<file path="src/hw/rtl/ebr_pkg.sv">
package ebr_pkg;

  localparam int TICK_BITS        = 16;
  localparam int SENSOR_FRAC_BITS = 10;

  localparam int SENSOR_W   = 11;
  localparam int LEVEL_W    = 12;
  localparam int BRIGHT_W   = 8;
  localparam int DEADBAND_W = 12;
  localparam int RTICKS_W   = 16;
  localparam int CFG_ADDR_W = 2;
  localparam int CFG_DATA_W = 16;

  localparam int FULL_SCALE = 1 << SENSOR_FRAC_BITS;

  localparam int MUL_A_W = (2 * TICK_BITS > 2 * RTICKS_W) ? 2 * TICK_BITS : 2 * RTICKS_W;
  localparam int MUL_B_W = (TICK_BITS > RTICKS_W) ? TICK_BITS : RTICKS_W;
  localparam int PROD_W  = MUL_A_W + MUL_B_W;
  localparam int NUM_W   = LEVEL_W + 2 * TICK_BITS;
  localparam int DEN_W   = 2 * RTICKS_W;
  localparam int QUOT_W  = LEVEL_W;
  localparam int DIV_CNT_W = $clog2(QUOT_W);

  localparam logic [BRIGHT_W-1:0]   RST_MIN_BRIGHT = 8'd20;
  localparam logic [BRIGHT_W-1:0]   RST_MAX_BRIGHT = 8'd255;
  localparam logic [DEADBAND_W-1:0] RST_DEADBAND   = 12'd80;
  localparam logic [RTICKS_W-1:0]   RST_RAMP_TICKS = 16'd1000;
  localparam logic [LEVEL_W-1:0]    RST_LEVEL      = 12'd2192;

  typedef enum logic [CFG_ADDR_W-1:0] {
    CFG_MIN_BRIGHT = 2'd0,
    CFG_MAX_BRIGHT = 2'd1,
    CFG_DEADBAND   = 2'd2,
    CFG_RAMP_TICKS = 2'd3
  } cfg_idx_t;

  typedef struct packed {
    logic done;
    logic rem_nz;
  } div_stat_t;

endpackage

</file>
<file path="src/hw/rtl/eased_brightness_ramp_top.sv">
// An item without a ramp step passes through ST_MAP_MUL and ST_MAP_FIN before its result
// is registered. An item whose tick advances a running ramp first makes three passes through the
// shared multiplier and runs the restoring divider (one quotient bit per cycle), then the
// final ramp, mapping and deadband states. The next item can be taken once the result is
// registered, so a new item is not taken before the last one is finished, and ST_MAP_FIN
// waits while an earlier result is held by out_stall. Reset (rst_n low, synchronous)
// restores the register defaults and the 2192 ramp level.
module eased_brightness_ramp_top
  import ebr_pkg::*;
(
  input  logic                  clk,
  input  logic                  rst_n,
  input  logic                  in_valid,
  output logic                  in_stall,
  input  logic [SENSOR_W-1:0]   in_sensor_level,
  input  logic                  in_tick,
  output logic                  out_valid,
  input  logic                  out_stall,
  output logic [BRIGHT_W-1:0]   out_brightness,
  output logic                  out_ramping,
  output logic                  out_ramp_done,
  input  logic                  cfg_we,
  input  logic [CFG_ADDR_W-1:0] cfg_addr,
  input  logic [CFG_DATA_W-1:0] cfg_wdata
);

  typedef enum logic [7:0] {
    ST_IDLE     = 8'b0000_0001,
    ST_MUL_EE   = 8'b0000_0010,
    ST_MUL_RR   = 8'b0000_0100,
    ST_MUL_NUM  = 8'b0000_1000,
    ST_DIV      = 8'b0001_0000,
    ST_FIN_RAMP = 8'b0010_0000,
    ST_MAP_MUL  = 8'b0100_0000,
    ST_MAP_FIN  = 8'b1000_0000
  } state_t;

  state_t state_r, state_nxt;

  logic [BRIGHT_W-1:0]   min_r, max_r;
  logic [DEADBAND_W-1:0] deadband_r;
  logic [RTICKS_W-1:0]   rticks_r;

  logic [LEVEL_W-1:0]     target_r, target_nxt;
  logic [LEVEL_W-1:0]     start_r, start_nxt;
  logic [LEVEL_W-1:0]     current_r, current_nxt;
  logic [TICK_BITS-1:0]   elapsed_r, elapsed_nxt;
  logic                   active_r, active_nxt;
  logic                   done_r, done_nxt;
  logic [SENSOR_W-1:0]    level_r, level_nxt;
  logic [2*TICK_BITS-1:0] ee_r, ee_nxt;
  logic [DEN_W-1:0]       den_r, den_nxt;
  logic [LEVEL_W-1:0]     mapq_r, mapq_nxt;

  logic                out_valid_r, out_valid_nxt;
  logic [BRIGHT_W-1:0] out_bright_r, out_bright_nxt;
  logic                out_ramping_r, out_ramping_nxt;
  logic                out_done_r, out_done_nxt;

  logic [RTICKS_W-1:0]  r_eff;
  logic [TICK_BITS-1:0] e_inc;
  logic                 in_xfer, out_free;

  logic [MUL_A_W-1:0] mul_a;
  logic [MUL_B_W-1:0] mul_b;
  logic [PROD_W-1:0]  mul_p;

  logic signed [LEVEL_W:0] diff;
  logic                    diff_neg;
  logic [LEVEL_W-1:0]      mag;

  logic                    div_start;
  logic [QUOT_W-1:0]       quot;
  div_stat_t               div_stat;
  logic [LEVEL_W:0]        qf;
  logic signed [LEVEL_W+1:0] ramp_lvl;
  logic [LEVEL_W-1:0]      ramp_clamped;

  logic signed [BRIGHT_W:0]  span;
  logic                      span_neg;
  logic [BRIGHT_W-1:0]       span_abs;
  logic [LEVEL_W-1:0]        span_mag;
  logic signed [LEVEL_W+1:0] mapped_s;
  logic [LEVEL_W-1:0]        mapped;
  logic signed [LEVEL_W:0]   delta_s;
  logic [LEVEL_W-1:0]        delta_abs;
  logic                      retarget;

  always_ff @(posedge clk) begin
    if (!rst_n) begin
      min_r      <= RST_MIN_BRIGHT;
      max_r      <= RST_MAX_BRIGHT;
      deadband_r <= RST_DEADBAND;
      rticks_r   <= RST_RAMP_TICKS;
    end else if (cfg_we) begin
      unique case (cfg_idx_t'(cfg_addr))
        CFG_MIN_BRIGHT: min_r      <= cfg_wdata[BRIGHT_W-1:0];
        CFG_MAX_BRIGHT: max_r      <= cfg_wdata[BRIGHT_W-1:0];
        CFG_DEADBAND:   deadband_r <= cfg_wdata[DEADBAND_W-1:0];
        CFG_RAMP_TICKS: rticks_r   <= cfg_wdata[RTICKS_W-1:0];
        default: ;
      endcase
    end
  end

  assign r_eff    = (rticks_r == '0) ? RTICKS_W'(1) : rticks_r;
  assign e_inc    = elapsed_r + 1'b1;
  assign in_stall = (state_r != ST_IDLE);
  assign in_xfer  = in_valid && !in_stall;
  assign out_free = !out_valid_r || !out_stall;

  assign diff     = $signed({1'b0, target_r}) - $signed({1'b0, start_r});
  assign diff_neg = diff[LEVEL_W];
  assign mag      = diff_neg ? LEVEL_W'(-diff) : LEVEL_W'(diff);

  assign span     = $signed({1'b0, max_r}) - $signed({1'b0, min_r});
  assign span_neg = span[BRIGHT_W];
  assign span_abs = span_neg ? BRIGHT_W'(-span) : BRIGHT_W'(span);
  assign span_mag = {span_abs, 4'b0000};

  always_comb begin
    mul_a = '0;
    mul_b = '0;
    unique case (state_r)
      ST_MUL_EE: begin
        mul_a = MUL_A_W'(elapsed_r);
        mul_b = MUL_B_W'(elapsed_r);
      end
      ST_MUL_RR: begin
        mul_a = MUL_A_W'(r_eff);
        mul_b = MUL_B_W'(r_eff);
      end
      ST_MUL_NUM: begin
        mul_a = MUL_A_W'(ee_r);
        mul_b = MUL_B_W'(mag);
      end
      ST_MAP_MUL: begin
        mul_a = MUL_A_W'(span_mag);
        mul_b = MUL_B_W'(level_r);
      end
      default: ;
    endcase
  end

  assign mul_p = PROD_W'(mul_a) * PROD_W'(mul_b);

  assign div_start = (state_r == ST_MUL_NUM);

  ebr_divider u_div (
    .clk   (clk),
    .rst_n (rst_n),
    .start (div_start),
    .num   (NUM_W'(mul_p)),
    .den   (den_r),
    .quot  (quot),
    .stat  (div_stat)
  );

  // A falling ramp rounds its step up so the level is the floor of the exact value.
  assign qf       = {1'b0, quot} + (LEVEL_W+1)'(diff_neg && div_stat.rem_nz);
  assign ramp_lvl = diff_neg ? ($signed({2'b00, start_r}) - $signed({1'b0, qf}))
                             : ($signed({2'b00, start_r}) + $signed({1'b0, qf}));
  assign ramp_clamped = ramp_lvl[LEVEL_W+1] ? '0 :
                        ramp_lvl[LEVEL_W]   ? '1 : ramp_lvl[LEVEL_W-1:0];

  assign mapped_s = span_neg ? ($signed({2'b00, min_r, 4'b0000}) - $signed({2'b00, mapq_r}))
                             : ($signed({2'b00, min_r, 4'b0000}) + $signed({2'b00, mapq_r}));
  assign mapped   = mapped_s[LEVEL_W+1] ? '0 :
                    mapped_s[LEVEL_W]   ? '1 : mapped_s[LEVEL_W-1:0];
  assign delta_s   = $signed({1'b0, target_r}) - $signed({1'b0, mapped});
  assign delta_abs = delta_s[LEVEL_W] ? LEVEL_W'(-delta_s) : LEVEL_W'(delta_s);
  assign retarget  = (delta_abs >= deadband_r);

  always_comb begin
    state_nxt       = state_r;
    target_nxt      = target_r;
    start_nxt       = start_r;
    current_nxt     = current_r;
    elapsed_nxt     = elapsed_r;
    active_nxt      = active_r;
    done_nxt        = done_r;
    level_nxt       = level_r;
    ee_nxt          = ee_r;
    den_nxt         = den_r;
    mapq_nxt        = mapq_r;
    out_valid_nxt   = out_valid_r && out_stall;
    out_bright_nxt  = out_bright_r;
    out_ramping_nxt = out_ramping_r;
    out_done_nxt    = out_done_r;

    unique case (state_r)
      ST_IDLE: begin
        if (in_xfer) begin
          level_nxt = (32'(in_sensor_level) > 32'(FULL_SCALE)) ?
                      SENSOR_W'(FULL_SCALE) : in_sensor_level;
          done_nxt  = 1'b0;
          state_nxt = ST_MAP_MUL;
          if (in_tick && active_r) begin
            if (32'(e_inc) >= 32'(r_eff)) begin
              elapsed_nxt = TICK_BITS'(r_eff);
              current_nxt = target_r;
              active_nxt  = 1'b0;
              done_nxt    = 1'b1;
            end else begin
              elapsed_nxt = e_inc;
              state_nxt   = ST_MUL_EE;
            end
          end
        end
      end
      ST_MUL_EE: begin
        ee_nxt    = (2*TICK_BITS)'(mul_p);
        state_nxt = ST_MUL_RR;
      end
      ST_MUL_RR: begin
        den_nxt   = DEN_W'(mul_p);
        state_nxt = ST_MUL_NUM;
      end
      ST_MUL_NUM: begin
        state_nxt = ST_DIV;
      end
      ST_DIV: begin
        if (div_stat.done) begin
          state_nxt = ST_FIN_RAMP;
        end
      end
      ST_FIN_RAMP: begin
        current_nxt = ramp_clamped;
        state_nxt   = ST_MAP_MUL;
      end
      ST_MAP_MUL: begin
        mapq_nxt  = LEVEL_W'(mul_p >> SENSOR_FRAC_BITS);
        state_nxt = ST_MAP_FIN;
      end
      ST_MAP_FIN: begin
        if (out_free) begin
          out_valid_nxt   = 1'b1;
          out_bright_nxt  = current_r[LEVEL_W-1 -: BRIGHT_W];
          out_ramping_nxt = active_r || retarget;
          out_done_nxt    = done_r;
          if (retarget) begin
            target_nxt  = mapped;
            start_nxt   = {current_r[LEVEL_W-1:4], 4'b0000};
            elapsed_nxt = '0;
            active_nxt  = 1'b1;
          end
          state_nxt = ST_IDLE;
        end
      end
      default: state_nxt = ST_IDLE;
    endcase
  end

  always_ff @(posedge clk) begin
    level_r      <= level_nxt;
    ee_r         <= ee_nxt;
    den_r        <= den_nxt;
    mapq_r       <= mapq_nxt;
    out_bright_r <= out_bright_nxt;
    out_ramping_r <= out_ramping_nxt;
    out_done_r   <= out_done_nxt;
    if (!rst_n) begin
      state_r     <= ST_IDLE;
      target_r    <= RST_LEVEL;
      start_r     <= RST_LEVEL;
      current_r   <= RST_LEVEL;
      elapsed_r   <= '0;
      active_r    <= 1'b0;
      done_r      <= 1'b0;
      out_valid_r <= 1'b0;
    end else begin
      state_r     <= state_nxt;
      target_r    <= target_nxt;
      start_r     <= start_nxt;
      current_r   <= current_nxt;
      elapsed_r   <= elapsed_nxt;
      active_r    <= active_nxt;
      done_r      <= done_nxt;
      out_valid_r <= out_valid_nxt;
    end
  end

  assign out_valid      = out_valid_r;
  assign out_brightness = out_bright_r;
  assign out_ramping    = out_ramping_r;
  assign out_ramp_done  = out_done_r;

  // An idle ramp always rests on its target.
  a_idle_at_target: assert property (@(posedge clk) disable iff (!rst_n)
    !active_r |-> (current_r == target_r))
    else $error("idle ramp level differs from target");

  // The ramp step never overshoots the distance to the target.
  a_quot_bounded: assert property (@(posedge clk) disable iff (!rst_n)
    (state_r == ST_FIN_RAMP) |-> (quot <= mag))
    else $error("ramp quotient exceeds target distance");

  a_busy_after_xfer: assert property (@(posedge clk) disable iff (!rst_n)
    in_xfer |=> (state_r != ST_IDLE))
    else $error("sequencer stayed idle after an input transfer");

  a_result_ends_item: assert property (@(posedge clk) disable iff (!rst_n)
    (state_r == ST_MAP_FIN && out_free) |=> (out_valid_r && state_r == ST_IDLE))
    else $error("finished item did not produce a result");

endmodule

</file>
<file path="src/hw/rtl/ebr_divider.sv">
module ebr_divider
  import ebr_pkg::*;
(
  input  logic              clk,
  input  logic              rst_n,
  input  logic              start,
  input  logic [NUM_W-1:0]  num,
  input  logic [DEN_W-1:0]  den,
  output logic [QUOT_W-1:0] quot,
  output div_stat_t         stat
);

  logic [NUM_W-1:0]     rem_r, rem_nxt;
  logic [NUM_W-1:0]     dsh_r, dsh_nxt;
  logic [QUOT_W-1:0]    quot_r, quot_nxt;
  logic [DIV_CNT_W-1:0] cnt_r, cnt_nxt;
  logic                 busy_r, busy_nxt;
  logic                 done_r, done_nxt;
  logic                 ge;

  // The quotient is known to fit in QUOT_W bits, so the divisor starts
  // shifted up by QUOT_W-1 places and moves down one place per cycle.
  assign ge = (rem_r >= dsh_r);

  always_comb begin
    rem_nxt  = rem_r;
    dsh_nxt  = dsh_r;
    quot_nxt = quot_r;
    cnt_nxt  = cnt_r;
    busy_nxt = busy_r;
    done_nxt = 1'b0;
    if (start) begin
      rem_nxt  = num;
      dsh_nxt  = NUM_W'(den) << (QUOT_W - 1);
      quot_nxt = '0;
      cnt_nxt  = DIV_CNT_W'(QUOT_W - 1);
      busy_nxt = 1'b1;
    end else if (busy_r) begin
      if (ge) begin
        rem_nxt = rem_r - dsh_r;
      end
      quot_nxt = {quot_r[QUOT_W-2:0], ge};
      dsh_nxt  = dsh_r >> 1;
      cnt_nxt  = cnt_r - DIV_CNT_W'(1);
      if (cnt_r == '0) begin
        busy_nxt = 1'b0;
        done_nxt = 1'b1;
      end
    end
  end

  always_ff @(posedge clk) begin
    rem_r  <= rem_nxt;
    dsh_r  <= dsh_nxt;
    quot_r <= quot_nxt;
    cnt_r  <= cnt_nxt;
    if (!rst_n) begin
      busy_r <= 1'b0;
      done_r <= 1'b0;
    end else begin
      busy_r <= busy_nxt;
      done_r <= done_nxt;
    end
  end

  assign quot        = quot_r;
  assign stat.done   = done_r;
  assign stat.rem_nz = (rem_r != '0);

endmodule

</file>
<file path="config.mk">
export PLATFORM = sky130hd
export DESIGN_NAME = eased_brightness_ramp_top
export DESIGN_NICKNAME = d
export VERILOG_FILES = /design/src/hw/rtl/ebr_pkg.sv /design/src/hw/rtl/eased_brightness_ramp_top.sv /design/src/hw/rtl/ebr_divider.sv
export SDC_FILE = /design/constraint.sdc
export NUM_CORES = 2
export LEC_CHECK = 0
export BUFFER_PORTS_ARGS = -buffer_cell sky130_fd_sc_hd__buf_4
export CAP_MARGIN = 20
export CORE_AREA = 2 2 261 263
export DETAILED_ROUTE_END_ITERATION = 10
export DIE_AREA = 0 0 263 265
export GPL_ROUTABILITY_DRIVEN = 0
export PLACE_DENSITY = 0.65
export SKIP_LAST_GASP = 1
export SLEW_MARGIN = 20
export SYNTH_ARGS = -nofsm -noshare
export SYNTH_HDL_FRONTEND = slang
export SYNTH_SLANG_ARGS = --single-unit
</file>
<file path="constraint.sdc">
create_clock -name clk -period 21.1 [get_ports clk]
set_clock_uncertainty 0.05 [all_clocks]
set_input_delay 1.055 -clock clk [delete_from_list [all_inputs] [get_ports clk]]
set_output_delay 1.055 -clock clk [all_outputs]
set_load 0.03 [all_outputs]
</file>
Word level (Yosys, flattened, before mapping):

Index checks and enable logic that the tools add are counted.

* $mul: 1
* bitwise logic cells: 2
* order comparisons: 4
* add/sub/neg operators: 14
* muxes and demuxes: 47
* equality and inequality tests: 18
* reduce and logical (&&, ||, !) cells: 30

Operator list (count)
* $mux 44: 3
* $pmux 32 s4: 1
* $mux 12: 9
* $mux 16: 6
* $mux 43: 2
* $pmux 16 s4: 1
* $pmux 8 s8: 1
* $ge 44x43->1: 1
* $mul 32x16->44: 1
* $reduce_bool 44->1: 1
* $sub 44x43->44: 1
* $sub 12x12->13: 3
* $mux 8: 4
* $pmux 16 s2: 1
* $mux 14: 2
* $neg 12->12: 2
* $pmux 12 s2: 1
* $add 16x1->16 const B: 1
* $ge 16x16->1: 1
* $logic_not 16->1: 1
* $add 12x13->14: 1
* $mux 7: 2
* $reduce_and 2->1: 7
* $sub 12x13->14: 1
* other kinds (34): 62

* bits in registers: 305
* output and inout bits: 12
* word-level logic and storage cells: 142
* bits of input ports: 35

Longest topological paths before layout:

* depth after elaboration: 11
* gate-level depth with buffers: 41
* gate-level depth less buffers: 38

By module:

From an unflattened synthesis, not the netlist that was laid out.

* cell total of the unflattened synthesis: 3835
* area, all modules: 34078.9 µm²

By module, submodules not included
* eased_brightness_ramp_top: area an instance 26928.3 µm², times used 1, cells an instance 3038
* ebr_divider: area an instance 7150.6 µm², times used 1, cells an instance 797

Worst setup path before layout:

OpenSTA, ideal clock, no wires.

* kind: reg2reg
* start: register state_r[3]
* end: register u_div.rem_r[27] (data pin)
* clock period less this slack: 9.336 ns
* data required time: 20.790 ns
* stages on the path, launching flop included: 35
* path slack: 11.764 ns
* data arrival time: 9.026 ns
* path through: dfxtp_1 nor4_1 and2_1 and3b_1 clkbuf_1 inv_1 clkbuf_1 o21ai_0 a21oi_1 o21ai_1 clkbuf_1 nand2_1 fa_1 inv_1 fa_1 inv_1 fa_1 inv_1 fa_1 fa_1 inv_1 fa_1 inv_1 ha_1 a2111oi_1 a22o_1 a21oi_1 a221o_1 a21oi_1 nor2b_1 o41ai_2 o21ai_1 o22ai_1 xnor2_1 mux2_2

* word-level cells in the longest chain between the ends: 4

RTL lines
* start, declared: line eased_brightness_ramp_top.sv:38 `state_t state_r, state_nxt;`
* start signal, assigned: line eased_brightness_ramp_top.sv:272 `state_r <= state_nxt;`
* $eq 8x7->1, or another cell as far along: line eased_brightness_ramp_top.sv:124 `unique case (state_r)`
* $pmux 32 s4 or $pmux 16 s4 (tied branches): line eased_brightness_ramp_top.sv:124
* $mul 32x16->44 *: line eased_brightness_ramp_top.sv:145 `assign mul_p = PROD_W'(mul_a) * PROD_W'(mul_b);`
* via mul_p[27]: line eased_brightness_ramp_top.sv:66 `logic [PROD_W-1:0] mul_p;`
* $mux 44 *: line ebr_divider.sv:32 `if (start) begin`
* via u_div.rem_nxt[27]: line ebr_divider.sv:13 `logic [NUM_W-1:0] rem_r, rem_nxt;`
* end signal, assigned: line ebr_divider.sv:53 `rem_r <= rem_nxt;`
* end, declared: line ebr_divider.sv:13

The timed path passes the listed nets; every way through them passes the cells marked *.
A chain may end at the register's enable or synchronous reset.

Worst setup path after layout:

* start: register start_r[4]
* end: register u_div.rem_r[43] (data pin)

* word-level cells in the longest chain between the ends: 6

RTL lines
* start, declared: line eased_brightness_ramp_top.sv:45 `logic [LEVEL_W-1:0] start_r, start_nxt;`
* start signal, assigned: line eased_brightness_ramp_top.sv:274 `start_r <= start_nxt;`
* $sub 12x12->13 *: line eased_brightness_ramp_top.sv:112 `assign diff = $signed({1'b0, target_r}) - $signed({1'b0, start_r});`
* $neg 12->12: line eased_brightness_ramp_top.sv:114 `assign mag = diff_neg ? LEVEL_W'(-diff) : LEVEL_W'(diff);`
* $mux 12 *: line eased_brightness_ramp_top.sv:114
* $pmux 16 s4 *: line eased_brightness_ramp_top.sv:124
* $mul 32x16->44 *: line eased_brightness_ramp_top.sv:145
* $mux 44 *: line ebr_divider.sv:32
* via u_div.rem_nxt[43]: line ebr_divider.sv:13

Marks and branches as above.

==> reports/metrics.csv <==
stage;metric;value;unit
outcome;status;finished clean;
die;die height;265;µm
logic_synthesis;ys async rst share;0;
power_and_ir_drop;maximum VDD drop;0.0498;mV
sta;Final Worst Setup Slack;10.84;ns
route;routed via count;26057;
worst_hold_path;Hold Startpoint;done_r;
die;initial core utilization;0.496;
route;Detailed Routing Iterations Pass 1;6;
layout;most frequent cells in the layout;nand2_1 (604), inv_1 (593), fa_1 (419), nor2_1 (255), ha_1 (239);
power_and_ir_drop;power per cell area;48.7;nW/µm²
layout;layout cells sized above 1;0.0525;
layout;most common cell after layout, fill and taps aside;nand2_1;
die;core area;66800;µm²
global_route;largest net degree at the start of global routing;91;
placed_design;DP HPWL;71800;µm
layout;Fillers;6202;
clocking;Clock Path Buffers;3;
global_route;GR Overflow Total;0;
critical_path;slowest CP cell;o21a_1;
route;Iteration-0 DRC Markers;2613;
global_route;first-pass GRT wire length;148000;µm
clocking;CTS Hold Buffers Added;0;
critical_path;Startpoint Class;flip-flop;
logic_synthesis;Synth warnings;0;
logic_synthesis;Synth Instances;3727;
sta;Slew headroom;0.246;
logic_synthesis;synth unique cells;83;
route;DRC violations left;0;
clocking;H-tree Lvls;2;
clocking;Root Driver;clkbuf_16;
sta;setup TNS;0;ns
critical_path;Crit. Startpoint;start_r[4];
clocking;latest clock arrival within the worst-skew pair;0.57;ns
clocking;TritonCTS clock tree;yes;
worst_hold_path;Hold Path End;out_ramp_done;
worst_hold_path;Worst Hold Class;reg -> reg;
logic_synthesis;ys flop type;edfxtp_1;
global_route;antenna violations before repair;7;
critical_path;setup slack, reg-to-reg;10.84;ns
sta;Fin. Hold Viols;0;
critical_path;Reg2Reg Launch Point;start_r[4];
critical_path;r2r worst-path depth;36;
clocking;Clock transition at path regs;0.07;ns
run;max_cap viols;0;
clocking;clock buffer count from CTS;35;
logic_synthesis;sequential fraction of the synthesis area;0.234;
sta;Worst Tran Pin Value;1.12;ns
sta;Finish-stage setup viols;0;
route;vias per cell;5.59;
critical_path;CP max FO;23;
sta;min Tclk post-route;10.26;ns
sta;fin crit share;0.486;
die;I/O pin total;47;
route;per-cell routed wire length;19.7;µm
power_and_ir_drop;Leak;15.8;nW
global_route;vias in the first global route;26033;
logic_synthesis;syn_area_per_cell;8.90;µm²
critical_path;CP Capture Type;flip-flop;
sta;WHS;0.411;ns
placed_design;pre-CTS setup slack;11.03;ns
logic_synthesis;Seq cells post-synth;301;
sta;RSZ-0062 raised after global routing;false;
die;die area;69700;µm²
critical_path;critical path class;reg -> reg;
logic_synthesis;EDFF count, synth;173;
worst_hold_path;worst hold stages;0;
route;total wire length;91900;µm
layout;synthesis-to-layout area growth;8.19;%
clocking;setup repair bufs after CTS;0;
critical_path;crit-path max cell delay;0.58;ns
layout;nets@finish;4456;
sta;max-slew violations;0;
placed_design;port buffer count;46;
die;chip width;263;µm
layout;Antenna diodes;0;
critical_path;Most common cell on crit path;fa_1;
clocking;clk sink count;301;
critical_path;worst r2r dst;u_div.rem_r[43];
critical_path;Required @ worst endpoint;21.33;ns
route;final antenna-violating net count;0;
global_route;Total Routing Usage GR;0.270;
die;Rows;95;
critical_path;crit path DAT;10.49;ns
sta;fmax;0.0975;GHz
logic_synthesis;Mapped Area;33200;µm²
clocking;post-cts resize count;0;
[cell families (layout without fill, tap and decap cells)]
kind of cell | Yosys count | in the layout | synth area share
XOR/XNOR | 167 | 167 | 0.0441
flip-flops | 301 | 301 | 0.234
AND/OR/NAND/NOR | 1159 | 1159 | 0.152
other | 2 | 54 | 0.000226
AO/OA/AOI/OAI | 660 | 660 | 0.130
multiplexers | 35 | 35 | 0.0107
adder cells (fa/ha/maj) | 658 | 658 | 0.343
buffers and inverters | 745 | 756 | 0.0853
[where the power goes]
group          switching [mW]  internal (mW)
Sequential            0.00795          0.629
Clock                   0.275          0.384
Combinational           0.273          0.180
[worst max-delay path by stage]
stage	endpoint	slack [ns]	depth (start not counted)
floorplan	u_div.rem_r[27]	11.76	34
global placement	u_div.rem_r[43]	11.12	32
detailed placement	u_div.rem_r[40]	11.03	34
CTS	u_div.rem_r[43]	11.02	36
global route	u_div.rem_r[40]	10.29	34
finish	u_div.rem_r[43]	10.84	36
[Yosys cell counts, drive strengths merged (20+ instances only)]
master,n,share of area
a21boi,36,0.0082
nor2,255,0.029
mux2i,32,0.0097
nand3,57,0.0086
xor2,64,0.017
o21ai,157,0.024
nor3,33,0.0050
nor4,20,0.0038
and2,58,0.011
a21oi,167,0.025
dfxtp,128,0.077
ha,239,0.090
clkbuf,134,0.016
nor2b,31,0.0058
xnor2,103,0.027
o211ai,27,0.0061
o21bai,24,0.0054
a21o,81,0.018
o31ai,40,0.0091
edfxtp,173,0.16
inv,594,0.067
fa,419,0.25
nand2,605,0.068
[routing by layer]
layer,wire (µm),vias to the layer above,GRT usage
li1,-,12167,-
met1,40700,12723,0.391
met2,40700,1016,0.419
met3,8080,151,0.0464
met4,2430,0,0.0704
met5,0,-,0
[worst max-delay path, delay by kind of cell, from the launching register on]
family / cells / cell delay [ns]
AND/OR/NAND/NOR: 4 / 0.64
buffers and inverters: 7 / 0.66
adder cells (fa/ha/maj): 9 / 3.88
AO/OA/AOI/OAI: 14 / 3.72
flip-flops: 1 / 0.41
XOR/XNOR: 2 / 0.61
[final cells by class]
type                            instances  area (µm²)  area share
Inverter                              596        2240      0.0624
Tap cell                              873        1090      0.0305
Sequential cell                       301        7760       0.216
Multi-Input combinational cell       2733       22800       0.637
Clock inverter                         22         294     0.00820
Clock buffer                           42         936      0.0261
Timing Repair Buffer                   96         721      0.0201
[flip-flops by register name, summed over array words and instances (netlist names), 4 cells and up]
register	cells
level_r	11
u_div.cnt_r	4
ee_r	32
u_div.quot	12
u_div.dsh_r	43
current_r	8
target_r	12
state_r	8
mapq_r	12
den_r	32
deadband_r	12
start_r	8
elapsed_r	16
out_brightness	8
rticks_r	16
max_r	8
u_div.rem_r	44
min_r	8
[metrics by stage]
| step | instance area [µm²] | total power, mW | utilization | instances |
|---|---|---|---|---|
| 3_5_place_dp | 34600 | 1.10 | 0.519 | 4599 |
| 5_1_grt | 35900 | 1.84 | 0.537 | 4663 |
| 3_3_place_gp | 34600 | 1.09 | 0.519 | 4599 |
| 4_1_cts | 35900 | 1.75 | 0.537 | 4663 |
| 2_1_floorplan | 33400 | 0.974 | - | 3779 |
| 6_report | 35900 | 1.75 | 0.537 | 4663 |
No activity file was read; power rests on OpenSTA's default activity.
